`src/rtl/tlca_pkg.sv`:
```
// ----------------------------------------------------------------------------
// tlca_pkg: shared types and constants for the tree lca engine
// Field structs, operation codes and controller/datapath command types.
// ----------------------------------------------------------------------------
package tlca_pkg;

	localparam int NODE_W  = 10;
	localparam int STAMP_W = 11;
	localparam int LVL_N   = 11;
	localparam int LVL_W   = 4;
	localparam int OP_W    = 3;

	localparam logic [OP_W-1:0] OP_LOAD = 3'd0;
	localparam logic [OP_W-1:0] OP_ANC  = 3'd1;
	localparam logic [OP_W-1:0] OP_LCA  = 3'd2;
	localparam logic [OP_W-1:0] OP_DIST = 3'd3;
	localparam logic [OP_W-1:0] OP_KTH  = 3'd4;
	localparam logic [OP_W-1:0] OP_PATH = 3'd5;

	localparam logic [NODE_W-1:0] DEPTH_MAX = 10'd1023;

	typedef struct packed {
		logic [OP_W-1:0]    operation;
		logic [NODE_W-1:0]  node_a;
		logic [NODE_W-1:0]  node_b;
		logic [NODE_W-1:0]  parent_node;
		logic [STAMP_W-1:0] enter_stamp;
		logic [STAMP_W-1:0] exit_stamp;
		logic [STAMP_W-1:0] step_count;
	} in_item_t;

	typedef struct packed {
		logic [NODE_W-1:0]  result_node;
		logic [STAMP_W-1:0] path_length;
		logic               is_ancestor;
		logic               valid_res;
	} out_item_t;

	// datapath micro-operations
	localparam logic [3:0] DP_NOP      = 4'd0;
	localparam logic [3:0] DP_LATCH    = 4'd1;  // capture input item
	localparam logic [3:0] DP_LD_RD    = 4'd2;  // read parent depth / link
	localparam logic [3:0] DP_LD_WR0   = 4'd3;  // write depth, stamps, level 0
	localparam logic [3:0] DP_LD_RDLV  = 4'd4;  // read link(lvl-1, cur)
	localparam logic [3:0] DP_LD_WRLV  = 4'd5;  // write link(lvl, a), cur <= it
	localparam logic [3:0] DP_RD_AB    = 4'd6;  // read info of a and b
	localparam logic [3:0] DP_CHK_AB   = 4'd7;  // ancestor tests a/b
	localparam logic [3:0] DP_LCA_RD   = 4'd8;  // read link(lvl, a)
	localparam logic [3:0] DP_LCA_INFO = 4'd9;  // read stamps of up
	localparam logic [3:0] DP_LCA_CHK  = 4'd10; // maybe a <= up
	localparam logic [3:0] DP_LCA_FIN  = 4'd11; // read link(0, a)
	localparam logic [3:0] DP_LCA_SET  = 4'd12; // lca <= link, read depth
	localparam logic [3:0] DP_PATH_SET = 4'd13; // compute distance, pick climb
	localparam logic [3:0] DP_CLB_RD   = 4'd14; // read link(lvl, cur)
	localparam logic [3:0] DP_CLB_STEP = 4'd15; // cur <= link if bit set

	typedef struct packed {
		logic [3:0]       op;
		logic [LVL_W-1:0] lvl;
	} dp_cmd_t;

	typedef struct packed {
		logic [OP_W-1:0] operation;
	} dp_sts_t;

endpackage

```
`src/rtl/tlca_ctrl.sv`:
```
// ----------------------------------------------------------------------------
// tlca_ctrl: sequencer for loads and queries
// Steps the datapath through load, lca climb and k-th climb phases.
// ----------------------------------------------------------------------------
module tlca_ctrl (
	input  logic              clk,
	input  logic              arst_n,
	input  logic              in_valid,
	output logic              in_stall,
	input  tlca_pkg::dp_sts_t sts,
	output tlca_pkg::dp_cmd_t cmd,
	output logic              res_load,
	input  logic              res_free
);
	import tlca_pkg::*;

	localparam logic [3:0] S_IDLE  = 4'd0;
	localparam logic [3:0] S_DEC   = 4'd1;
	localparam logic [3:0] S_LDRD  = 4'd2;
	localparam logic [3:0] S_LDWR0 = 4'd3;
	localparam logic [3:0] S_LDRL  = 4'd4;
	localparam logic [3:0] S_LDWL  = 4'd5;
	localparam logic [3:0] S_RDAB  = 4'd6;
	localparam logic [3:0] S_CHK   = 4'd7;
	localparam logic [3:0] S_LRD   = 4'd8;
	localparam logic [3:0] S_LINF  = 4'd9;
	localparam logic [3:0] S_LCHK  = 4'd10;
	localparam logic [3:0] S_LFIN  = 4'd11;
	localparam logic [3:0] S_LSET  = 4'd12;
	localparam logic [3:0] S_PSET  = 4'd13;
	localparam logic [3:0] S_CRD   = 4'd14;
	localparam logic [3:0] S_CSTP  = 4'd15;

	logic [3:0]       state_q, state_d;
	logic [LVL_W-1:0] lvl_q, lvl_d;
	logic             done_q, done_d;

	assign in_stall = (state_q != S_IDLE) || done_q;
	assign res_load = done_q && res_free;

	always_comb begin
		state_d = state_q;
		lvl_d   = lvl_q;
		done_d  = done_q && !res_free;
		cmd.op  = DP_NOP;
		cmd.lvl = lvl_q;
		case (state_q)
			S_IDLE: if (in_valid && !done_q) begin
				cmd.op  = DP_LATCH;
				state_d = S_DEC;
			end
			S_DEC: begin
				lvl_d = '0;
				if (sts.operation == OP_LOAD)
					state_d = S_LDRD;
				else if (sts.operation inside {OP_ANC, OP_LCA, OP_DIST, OP_KTH, OP_PATH})
					state_d = S_RDAB;
				else
					state_d = S_IDLE;
			end
			S_LDRD: begin
				cmd.op  = DP_LD_RD;
				state_d = S_LDWR0;
			end
			S_LDWR0: begin
				cmd.op  = DP_LD_WR0;
				cmd.lvl = '0;
				lvl_d   = LVL_W'(1);
				state_d = S_LDRL;
			end
			S_LDRL: begin
				// cur holds link(lvl-1, a); its own level-(lvl-1) link is link(lvl, a)
				cmd.op  = DP_LD_RDLV;
				cmd.lvl = lvl_q - 1'b1;
				state_d = S_LDWL;
			end
			S_LDWL: begin
				cmd.op = DP_LD_WRLV;
				if (lvl_q == LVL_W'(LVL_N - 1))
					state_d = S_IDLE;
				else begin
					lvl_d   = lvl_q + 1'b1;
					state_d = S_LDRL;
				end
			end
			S_RDAB: begin
				cmd.op  = DP_RD_AB;
				state_d = S_CHK;
			end
			S_CHK: begin
				cmd.op = DP_CHK_AB;
				lvl_d  = LVL_W'(LVL_N - 1);
				if (sts.operation == OP_ANC || sts.operation == OP_KTH)
					state_d = (sts.operation == OP_ANC) ? S_IDLE : S_CRD;
				else
					state_d = S_LRD;
				if (sts.operation == OP_KTH) lvl_d = '0;
				if (sts.operation == OP_ANC) done_d = 1'b1;
			end
			S_LRD: begin
				cmd.op  = DP_LCA_RD;
				state_d = S_LINF;
			end
			S_LINF: begin
				cmd.op  = DP_LCA_INFO;
				state_d = S_LCHK;
			end
			S_LCHK: begin
				cmd.op = DP_LCA_CHK;
				if (lvl_q == '0)
					state_d = S_LFIN;
				else begin
					lvl_d   = lvl_q - 1'b1;
					state_d = S_LRD;
				end
			end
			S_LFIN: begin
				cmd.op  = DP_LCA_FIN;
				cmd.lvl = '0;
				state_d = S_LSET;
			end
			S_LSET: begin
				cmd.op  = DP_LCA_SET;
				state_d = S_PSET;
			end
			S_PSET: begin
				cmd.op = DP_PATH_SET;
				lvl_d  = '0;
				if (sts.operation == OP_PATH)
					state_d = S_CRD;
				else begin
					state_d = S_IDLE;
					done_d  = 1'b1;
				end
			end
			S_CRD: begin
				cmd.op  = DP_CLB_RD;
				state_d = S_CSTP;
			end
			S_CSTP: begin
				cmd.op = DP_CLB_STEP;
				if (lvl_q == LVL_W'(LVL_N - 1)) begin
					state_d = S_IDLE;
					done_d  = 1'b1;
				end else begin
					lvl_d   = lvl_q + 1'b1;
					state_d = S_CRD;
				end
			end
			default: state_d = S_IDLE;
		endcase
	end

	always_ff @(posedge clk or negedge arst_n) begin
		if (!arst_n) begin
			state_q <= S_IDLE;
			lvl_q   <= '0;
			done_q  <= 1'b0;
		end else begin
			state_q <= state_d;
			lvl_q   <= lvl_d;
			done_q  <= done_d;
		end
	end

endmodule

```
`config.mk`:
```
export PLATFORM = sky130hd
export DESIGN_NAME = tlca_ctrl
export DESIGN_NICKNAME = d
export VERILOG_FILES = /design/src/rtl/tlca_pkg.sv /design/src/rtl/tlca_ctrl.sv
export SDC_FILE = /design/constraint.sdc
export NUM_CORES = 1
export LEC_CHECK = 0
export BUFFER_PORTS_ARGS = -buffer_cell sky130_fd_sc_hd__buf_2
export CAP_MARGIN = 20
export CORE_UTILIZATION = 50
export DETAILED_ROUTE_END_ITERATION = 12
export PLACE_DENSITY = 0.84
export SLEW_MARGIN = 20
export SYNTH_ARGS = -nofsm -noshare
export SYNTH_HDL_FRONTEND = slang
export SYNTH_SLANG_ARGS = --single-unit
export TNS_END_PERCENT = 100
```
`constraint.sdc`:
```
create_clock -name clk -period 5.2 [get_ports clk]
set_input_delay 0.52 -clock clk [delete_from_list [all_inputs] [get_ports clk]]
set_output_delay 0.52 -clock clk [all_outputs]
set_load 0.1 [all_outputs]
```
==> impl_metrics.py, run 1 <==
metrics = {
    "placed_design": {
        "gp_congestion": 0.948,
        "io_buffers": 16,
        "dpl.hpwl_um": 1870,
    },
    "floorplan": {
        "dieArea_um2": 2200,
        "pin_count": 17,
        "initial_core_util_pct": 55.8,
        "rows": 15,
        "core_um2": 1800,
        "die_w_um": 46.9,
        "die_h_um": 46.9,
    },
    "cells_and_area": {
        "final_core_util_pct": 59.7,
        "nets": 149,
        "drive_above_1_share_pct": 19.7,
        "area_delta_synth_final_pct": 6.96,
        "multiInputGateArea_um2": 687,
        "seq_area_um2": 225,
        "n_antenna_cell": 0,
        "n_fill_cell": 180,
    },
    "critical_path": {
        "cp_slowest_cell": "dfrtp_1",
        "r2r-end": "lvl_q[0]$_DFFE_PN0P_",
        "cpPeakStageDelay_ns": 0.78,
        "path_cells": "or2_1 -> nor2_2 -> and2_1 -> a311oi_1 -> buf_2",
        "critical_path_class": "flip-flop to output port",
        "rrSetupSlack_ns": 3.26,
        "arrival_ns": 2.32,
        "cp-end-kind": "output port",
        "cp-start-kind": "flip-flop",
        "cpLargestDelayFamily": "flip-flops",
        "worstPathRequired_ns": 4.68,
        "path_buf_inv": 1,
        "rr_worst_depth": 6,
        "reg2reg_from": "lvl_q[0]$_DFFE_PN0P_",
        "critPathMaxFanout": 22,
    },
    "synth": {
        "async_reset_ff_share_pct": 100,
        "ys_types": 51,
        "syn_area_um2": 1010,
        "synthCells": 129,
        "ys_warn_count": 0,
        "synth-seq-area-share_pct": 22.4,
        "syn_nets": 140,
        "synth-seq-cells": 9,
        "synth-edff-count": 0,
        "synth.avg_cell_area_um2": 7.80,
        "ys.flop_type": "dfrtp_1",
    },
    "route": {
        "wl_um": 2550,
        "wire_per_inst_um": 15.8,
        "final_antenna_net_count": 0,
        "drc": 0,
        "vias": 1042,
        "viasPerCell": 6.43,
        "drt_first_iter_violations": 34,
        "first_pass_iters": 5,
    },
    "timing": {
        "setup_violations": 0,
        "period_share_pct": 54.7,
        "whs_ns": 0.0997,
        "fmax_mhz": 352,
        "final_hold_viol_count": 0,
        "finalCriticalPeriod_ns": 2.84,
        "drv_slew": 0,
        "grt_setup_unrepaired": "no",
        "setup_tns_ns": 0,
        "fin_skew_ns": 0.00420,
        "max_slew_margin_pct": 54.2,
        "tightestPinTransition_ns": 0.687,
    },
    "clock_tree": {
        "cts_resized": 0,
        "cts.path.max_buffers": 2,
        "cts_root_buf": "clkbuf_4",
        "clk_pin_slew_ns": 0.06,
        "clk_latency_ns": 0.26,
        "cts_setup_buffers": 0,
        "htreeDepth": 1,
        "cts_tree": "yes",
        "cts_sinks": 9,
        "cts_buffers": 3,
        "cts_hold_buffers": 0,
    },
    "grt": {
        "grt_usage_pct": 26.4,
        "grt_max_degree": 24,
        "grt_pass1_wl_um": 4130,
        "grt_pass1_vias": 915,
        "grt_overflow": 0,
        "antenna_found_initial": 0,
    },
    "outcome": {
        "status": "finished clean",
    },
    "min_path": {
        "hold_path.class": "input port to asynchronous set/reset pin",
    },
    "flow_run": {
        "cap_violations": 0,
    },
}
-- through the flow --
step	setup slack, ns	instance area (um2)	cells
2_1_floorplan	1.29	1010	129
3_3_place_gp	2.73	1050	158
3_5_place_dp	2.65	1050	158
4_1_cts	2.36	1080	162
5_1_grt	2.21	1080	162
6_report	2.36	1080	162
-- metal layers --
metal	up-vias	GRT usage [%]	share of wire [%]
li1	499	-	-
met1	513	33.0	44
met2	28	44.7	50
met3	2	8.08	5.6
met4	0	5.71	0.43
met5	-	0	0
-- Yosys cell counts (all sizes together) (2+ instances only) --
master / instances / area share, %
and2: 3 / 1.9
nor3: 3 / 2.0
xnor2: 2 / 1.7
a311oi: 2 / 1.7
ha: 4 / 5.0
nand3b: 2 / 1.5
nor2: 13 / 5.1
o22ai: 2 / 1.2
inv: 7 / 2.6
nand2: 10 / 3.7
nor4b: 3 / 3.2
a211oi: 4 / 3.0
clkbuf: 5 / 1.9
buf: 7 / 4.9
nor3b: 4 / 3.5
o21ai: 7 / 3.9
o211ai: 3 / 2.2
nand3: 2 / 1.0
a21oi: 13 / 6.5
a221o: 2 / 2.0
dfrtp: 9 / 22
-- flip-flops by register name, summed over array words and instances (netlist names) --
signal   cells
state_q      4
lvl_q        4
done_q       1
-- logic make-up (layout without fill, tap and decap cells) --
family / after synthesis / in the layout / synth area share [%]
buffers and inverters: 19 / 27 / 9.33
AOI/OAI and AO/OA: 46 / 46 / 31.7
adders and majority gates: 4 / 4 / 4.98
xor gates and xnor gates: 3 / 3 / 2.61
and+or+nand+nor: 48 / 48 / 29.0
DFF: 9 / 9 / 22.4
-- placed cells by master, fill, tap and decap left out, types with 2 or more instances in the layout --
cell      synthesis  routed
and2_1            3       3
o22ai_1           2       2
inv_1             6       6
o211ai_1          3       3
a211oi_1          4       4
ha_1              4       4
nor4b_1           2       2
nor3_1            2       2
a21oi_1          13      13
nor2_1           12      12
nand2_1          10      10
o21ai_0           6       6
clkbuf_4          0       3
a311oi_1          2       2
buf_2             3      16
nor3b_1           3       3
nand3_1           2       2
xnor2_1           2       2
a221o_1           2       2
nand3b_1          2       2
dfrtp_1           9       9
-- worst max path at each step --
| stage | from | to | cells past startpoint |
|---|---|---|---|
| 2_1_floorplan | state_q[2]$_DFFE_PN0P_ | cmd[3] | 4 |
| 3_3_place_gp | state_q[3]$_DFFE_PN0P_ | cmd[3] | 5 |
| 3_5_place_dp | state_q[3]$_DFFE_PN0P_ | cmd[3] | 5 |
| 4_1_cts | state_q[3]$_DFFE_PN0P_ | cmd[3] | 5 |
| 5_1_grt | state_q[3]$_DFFE_PN0P_ | cmd[2] | 5 |
| 6_report | state_q[3]$_DFFE_PN0P_ | cmd[2] | 5 |
-- worst register-to-register path, stage by stage (launching register included) --
cell     delay [ns]
dfrtp_1        0.48
inv_1          0.18
ha_1           0.18
and3b_2        0.27
o21ai_2        0.07
a221o_1        0.43
o22a_1         0.22
-- final cells by class --
cell class / count / share of cell area [%]
flip-flops and latches: 9 / 20.9
inverters: 7 / 2.44
repair buffers: 16 / 7.44
multi-input cells: 101 / 63.8
clock buffers: 4 / 2.44
well taps: 25 / 2.91
Power of run 1 is not shown: default switching activity piles up to over one toggle a cycle in this logic, so the estimate is an artifact.
==> run 2: changes to the inputs <==
--- a/config.mk
+++ b/config.mk
@@ -9,7 +9,7 @@
 export CAP_MARGIN = 20
 export CORE_UTILIZATION = 50
 export DETAILED_ROUTE_END_ITERATION = 12
-export PLACE_DENSITY = 0.84
+export PLACE_DENSITY = 0.87
 export SLEW_MARGIN = 20
 export SYNTH_ARGS = -nofsm -noshare
 export SYNTH_HDL_FRONTEND = slang
==> constraint.sdc (replaced) <==
create_clock -name clk -period 2.4 [get_ports clk]
set_input_delay 0.24 -clock clk [delete_from_list [all_inputs] [get_ports clk]]
set_output_delay 0.24 -clock clk [all_outputs]
set_load 0.1 [all_outputs]
==> run 2 against run 1 <==
- final cell count grew 2.5%
- via count up 1.8%
- utilization up 7.6 points
- sequential share of layout area shrank 2.4 points
- clock skew down 0.0019 ns
- critical endpoint is now cmd[3]
- largest cell class unchanged
- highest routed layer unchanged
==> impl_metrics.py, run 2 (synthesis results as in run 1) <==
metrics = {
    "outcome": {
        "status": "finished clean",
    },
    "grt": {
        "grt_usage_pct": 27.9,
        "grt_overflow": 0,
        "antenna_found_initial": 0,
        "grt_max_degree": 22,
        "grt_pass1_vias": 929,
        "grt_pass1_wl_um": 4270,
    },
    "critical_path": {
        "cpPeakStageDelay_ns": 0.52,
        "cp-end-kind": "output port",
        "rrSetupSlack_ns": 0.50,
        "arrival_ns": 1.95,
        "rr_worst_depth": 6,
        "critPathLaunch": "lvl_q[2]$_DFFE_PN0P_",
        "cp_slowest_cell": "dfrtp_1",
        "reg2reg_from": "lvl_q[0]$_DFFE_PN0P_",
        "path_cells": "nor3_2 -> a21oi_1 -> a311oi_4 -> buf_12",
        "cp-start-kind": "flip-flop",
        "critPathMaxFanout": 10,
        "critical_path_class": "flip-flop to output port",
        "r2r-end": "lvl_q[1]$_DFFE_PN0P_",
        "worstPathRequired_ns": 2.16,
    },
    "cells_and_area": {
        "layout_common_cells": "a21oi_1, nor2_1, buf_2",
        "area_delta_synth_final_pct": 20.6,
        "design_area_um2": 1210,
        "drive_above_1_share_pct": 24.1,
        "top_regs": "lvl_q: 4 flops, state_q: 4 flops, done_q: 1 flops",
        "final_core_util_pct": 67.4,
        "final_common_cell": "a21oi_1",
        "nets": 153,
        "n_antenna_cell": 0,
        "multiInputGateArea_um2": 732,
        "n_fill_cell": 144,
        "instances_no_fill": 166,
        "seq_area_um2": 225,
    },
    "clock_tree": {
        "cts_hold_buffers": 1,
        "cts_sinks": 9,
        "cts_root_buf": "clkbuf_4",
        "cts.path.max_buffers": 2,
        "clk_pin_slew_ns": 0.06,
        "cts_tree": "yes",
        "htreeDepth": 1,
        "clk_latency_ns": 0.27,
        "cts_buffers": 3,
        "cts_resized": 0,
        "cts_setup_buffers": 0,
    },
    "floorplan": {
        "core_um2": 1800,
        "pin_count": 17,
        "die_w_um": 46.9,
        "dieArea_um2": 2200,
        "rows": 15,
        "die_h_um": 46.9,
        "initial_core_util_pct": 55.8,
    },
    "timing": {
        "drv_slew": 0,
        "finalCriticalPeriod_ns": 2.19,
        "grt_setup_unrepaired": "no",
        "tightestPinTransition_ns": 0.460,
        "whs_ns": 0.236,
        "max_slew_margin_pct": 68.9,
        "final_hold_viol_count": 0,
        "period_share_pct": 91.4,
        "fin_skew_ns": 0.00229,
        "setup_violations": 0,
        "fmax_mhz": 456,
    },
    "route": {
        "viasPerCell": 6.39,
        "wl_um": 2530,
        "first_pass_iters": 5,
        "final_antenna_net_count": 0,
        "wire_per_inst_um": 15.2,
        "drt_first_iter_violations": 58,
        "vias": 1061,
        "drc": 0,
    },
    "placed_design": {
        "gp_congestion": 0.897,
        "dpl.hpwl_um": 1900,
        "post_dp_cell_area_um2": 1180,
        "placed_cells": 161,
        "io_buffers": 16,
    },
    "min_path": {
        "hold_path.class": "input port to flip-flop",
        "min_from": "in_valid",
        "hold_depth": 3,
        "whs_endpoint": "state_q[0]$_DFFE_PN0P_",
    },
    "flow_run": {
        "cap_violations": 0,
    },
}
[run 2: changes by cell type in the layout (fill, tap and decap cells not counted)]
cell / change
buf_4: +3
a311oi_4: +2
a311oi_1: -2
buf_12: +4
buf_2: -4
a211oi_1: -2
dlygate4sd3_1: +1
a211oi_2: +2
[run 2: cell type report]
| type | count | area share (%) |
|---|---|---|
| multi-input combinational | 101 | 60.3 |
| tap | 25 | 2.58 |
| timing repair buffer | 20 | 14.2 |
| inverter | 7 | 2.16 |
| sequential | 9 | 18.6 |
| clock buffer | 4 | 2.16 |
[run 2: worst max-delay path: cells and delay by family, from the launching register on]
family	cells	cell delay, ns
simple gates	1	0.44
flops	1	0.52
compound gates	2	0.50
buf+inv	1	0.21
[run 2: how the worst max path moves through the flow]
stage	slack, ns	to	cells after the start
floorplan	-0.14	cmd[0]	4
global placement	0.54	cmd[3]	4
detailed placement	0.49	lvl_q[1]$_DFFE_PN0P_	6
CTS	0.23	cmd[3]	4
global route	0.15	cmd[3]	4
finish	0.21	cmd[3]	4
[run 2: layer usage]
layer  up-vias  share of wire, %  GRT usage [%]  routed length, um
met3         7               7.8           2.69                198
met2        68                45           40.8               1140
li1        513                 -              -                  -
met1       473                44           38.2               1110
met5         -                 0              0                  0
met4         0               3.0           20.0                 76
[run 2: through the flow]
stage          setup WS (ns)  setup TNS, ns
2_1_floorplan         -0.136         -0.272
3_3_place_gp           0.543              0
3_5_place_dp           0.492              0
4_1_cts                0.225              0
5_1_grt                0.151              0
6_report               0.206              0
Power of run 2 is left out for the same reason.
==> run 3: changes to the inputs <==
--- a/config.mk
+++ b/config.mk
@@ -5,9 +5,10 @@
 export SDC_FILE = /design/constraint.sdc
 export NUM_CORES = 1
 export LEC_CHECK = 0
+export ABC_AREA = 1
 export BUFFER_PORTS_ARGS = -buffer_cell sky130_fd_sc_hd__buf_2
 export CAP_MARGIN = 20
-export CORE_UTILIZATION = 50
+export CORE_UTILIZATION = 49
 export DETAILED_ROUTE_END_ITERATION = 12
 export PLACE_DENSITY = 0.87
 export SLEW_MARGIN = 20
==> run 3 against run 2 <==
- hold slack gained 0.052 ns
- synthesized area shrank 11%
- via count grew 1.6%
- critical endpoint is now cmd[0]
- fmax grew 0.27%
- die area shrank 8.4%
- synthesized cell count grew 14%
==> impl_metrics.py, run 3 <==
metrics = {
    "cells_and_area": {
        "layout_common_cells": "nand2_1, nor2_1, buf_2",
        "area_delta_synth_final_pct": 15.7,
        "drive_above_1_share_pct": 24.4,
        "n_antenna_cell": 0,
        "nets": 176,
        "instances_no_fill": 189,
        "top_regs": "lvl_q: 4 flops, state_q: 4 flops, done_q: 1 flops",
        "final_common_cell": "nand2_1",
    },
    "grt": {
        "grt_max_degree": 10,
        "grt_usage_pct": 26.4,
        "grt_overflow": 0,
        "grt_pass1_vias": 902,
        "grt_pass1_wl_um": 3820,
        "antenna_found_initial": 0,
    },
    "timing": {
        "max_slew_margin_pct": 67.7,
        "period_share_pct": 91.1,
        "finalCriticalPeriod_ns": 2.19,
        "fmax_mhz": 457,
        "setup_violations": 0,
        "final_hold_viol_count": 0,
        "grt_setup_unrepaired": "no",
        "tightestPinTransition_ns": 0.488,
        "fin_skew_ns": 0.00401,
        "drv_slew": 0,
    },
    "clock_tree": {
        "cts_resized": 0,
        "cts_tree": "yes",
        "htreeDepth": 1,
        "clk_pin_slew_ns": 0.07,
        "cts_buffers": 3,
        "clk_latency_ns": 0.27,
        "cts.path.max_buffers": 2,
        "cts_root_buf": "clkbuf_4",
        "cts_sinks": 9,
    },
    "placed_design": {
        "gp_congestion": 0.941,
        "io_buffers": 16,
        "placed_cells": 184,
        "dpl.hpwl_um": 1830,
    },
    "synth": {
        "synth.avg_cell_area_um2": 6.12,
        "synth_compound_area_share_pct": 12.4,
        "yosys.area_share.simple_pct": 43.9,
        "synthCells": 147,
        "syn_area_um2": 900,
        "syn_nets": 158,
        "ys.flop_type": "dfrtp_1",
        "synth-seq-cells": 9,
        "synthXorXnorAreaFrac_pct": 2.92,
        "synth_common_cells": "nand2_1, nor2_1, nand3_1",
        "ys_types": 25,
        "async_reset_ff_share_pct": 100,
        "synth-edff-count": 0,
        "synth_top_area_share_pct": 25.0,
        "ys_warn_count": 0,
        "synth_area_leaders": "dfrtp_1, nand2_1, nor2_1",
        "synth-seq-area-share_pct": 25.0,
        "synthMuxAreaShare_pct": 0,
        "synthAdderAreaFrac_pct": 5.56,
        "yosysTopAreaCell": "dfrtp_1",
        "yosysMostFrequentCell": "nand2_1",
        "synth_top_family_by_area": "simple AND/OR/NAND/NOR gates",
    },
    "floorplan": {
        "initial_core_util_pct": 52.1,
        "dieArea_um2": 2010,
        "die_w_um": 44.8,
        "core_um2": 1730,
        "die_h_um": 44.8,
        "pin_count": 17,
        "rows": 15,
    },
    "critical_path": {
        "cp-start-kind": "flip-flop",
        "path_cells": "inv_2 -> nor2_2 -> nand2_1 -> o21ai_2 -> inv_1 -> nand2_1 -> o21ai_1 -> buf_2",
        "critical_path_class": "flip-flop to output port",
        "worstPathRequired_ns": 2.16,
        "cpLargestDelayFamily": "simple AND/OR/NAND/NOR gates",
        "path_buf_inv": 3,
        "cp_slowest_cell": "dfrtp_1",
        "cpPeakStageDelay_ns": 0.45,
        "rr_worst_depth": 8,
        "arrival_ns": 1.95,
        "critPathMaxFanout": 6,
        "r2r-end": "state_q[3]$_DFFE_PN0P_",
        "cp_common_cell": "nand2_1",
        "rrSetupSlack_ns": 0.68,
        "cp-end-kind": "output port",
        "reg2reg_from": "lvl_q[0]$_DFFE_PN0P_",
    },
    "route": {
        "wire_per_inst_um": 12.7,
        "viasPerCell": 5.70,
        "drc": 0,
        "drt_first_iter_violations": 65,
        "wl_um": 2390,
        "first_pass_iters": 7,
        "vias": 1078,
        "final_antenna_net_count": 0,
    },
    "flow_run": {
        "cap_violations": 0,
    },
    "outcome": {
        "status": "finished clean",
    },
    "min_path": {
        "hold_path.class": "input port to flip-flop",
        "whs_endpoint": "state_q[0]$_DFFE_PN0P_",
        "hold_depth": 3,
        "min_from": "in_valid",
    },
}
[run 3: cell type report]
type	instances	area, um2
Clock buffer	4	26.3
Fill cell	164	686
Multi-Input combinational cell	114	593
Timing Repair Buffer	17	90.1
Inverter	20	75.1
Sequential cell	9	225
Tap cell	25	31.3
[run 3: metrics by stage]
step           instance area (um2)  setup slack (ns)  hold WS, ns  setup TNS, ns  util [%]
2_1_floorplan                  910            -0.138      -0.0556         -0.276         -
5_1_grt                       1040             0.121        0.283              0      60.3
4_1_cts                       1040             0.250        0.279              0      60.3
6_report                      1040             0.212        0.288              0      60.3
3_5_place_dp                  1000             0.569        0.112              0      58.2
3_3_place_gp                  1000             0.607        0.108              0      58.2
[run 3: worst max path at each step]
stage	startpoint	end	depth (start not counted)
final	state_q[2]$_DFFE_PN0P_	cmd[0]	8
after CTS	state_q[2]$_DFFE_PN0P_	cmd[0]	8
after detailed placement	state_q[2]$_DFFE_PN0P_	cmd[0]	8
after floorplan	lvl_q[0]$_DFFE_PN0P_	cmd[2]	4
after global placement	state_q[2]$_DFFE_PN0P_	cmd[0]	8
after global routing	state_q[2]$_DFFE_PN0P_	cmd[0]	8
[run 3: cells by family (layout without fill, tap and decap cells)]
kind of cell / after synthesis / in the layout
xor gates and xnor gates: 3 / 3
AOI/OAI and AO/OA: 19 / 19
and+or+nand+nor: 88 / 88
adders and majority gates: 4 / 4
DFF: 9 / 9
buffers and inverters: 24 / 41
[run 3: routing by layer]
metal / vias to the layer above / GRT usage [%] / part of all wire [%]
met5: - / 0 / 0
met4: 0 / 12.7 / 2.0
met3: 11 / 4.40 / 11
met2: 78 / 43.8 / 48
met1: 479 / 33.3 / 39
li1: 510 / - / -
[run 3: what timing repair did]
action / 4_1_cts / 5_1_grt
buffers inserted: 0 / 0
hold buffers: 1 / 0
hold endpoints to repair: 9 / 0
[run 3: tightest hold or removal path: cells and delay by family]
family / cells / cell delay (ns)
AOI/OAI and AO/OA: 1 / 0.11
buffers and inverters: 1 / 0.08
and+or+nand+nor: 1 / 0.09
Power of run 3 is left out for the same reason.
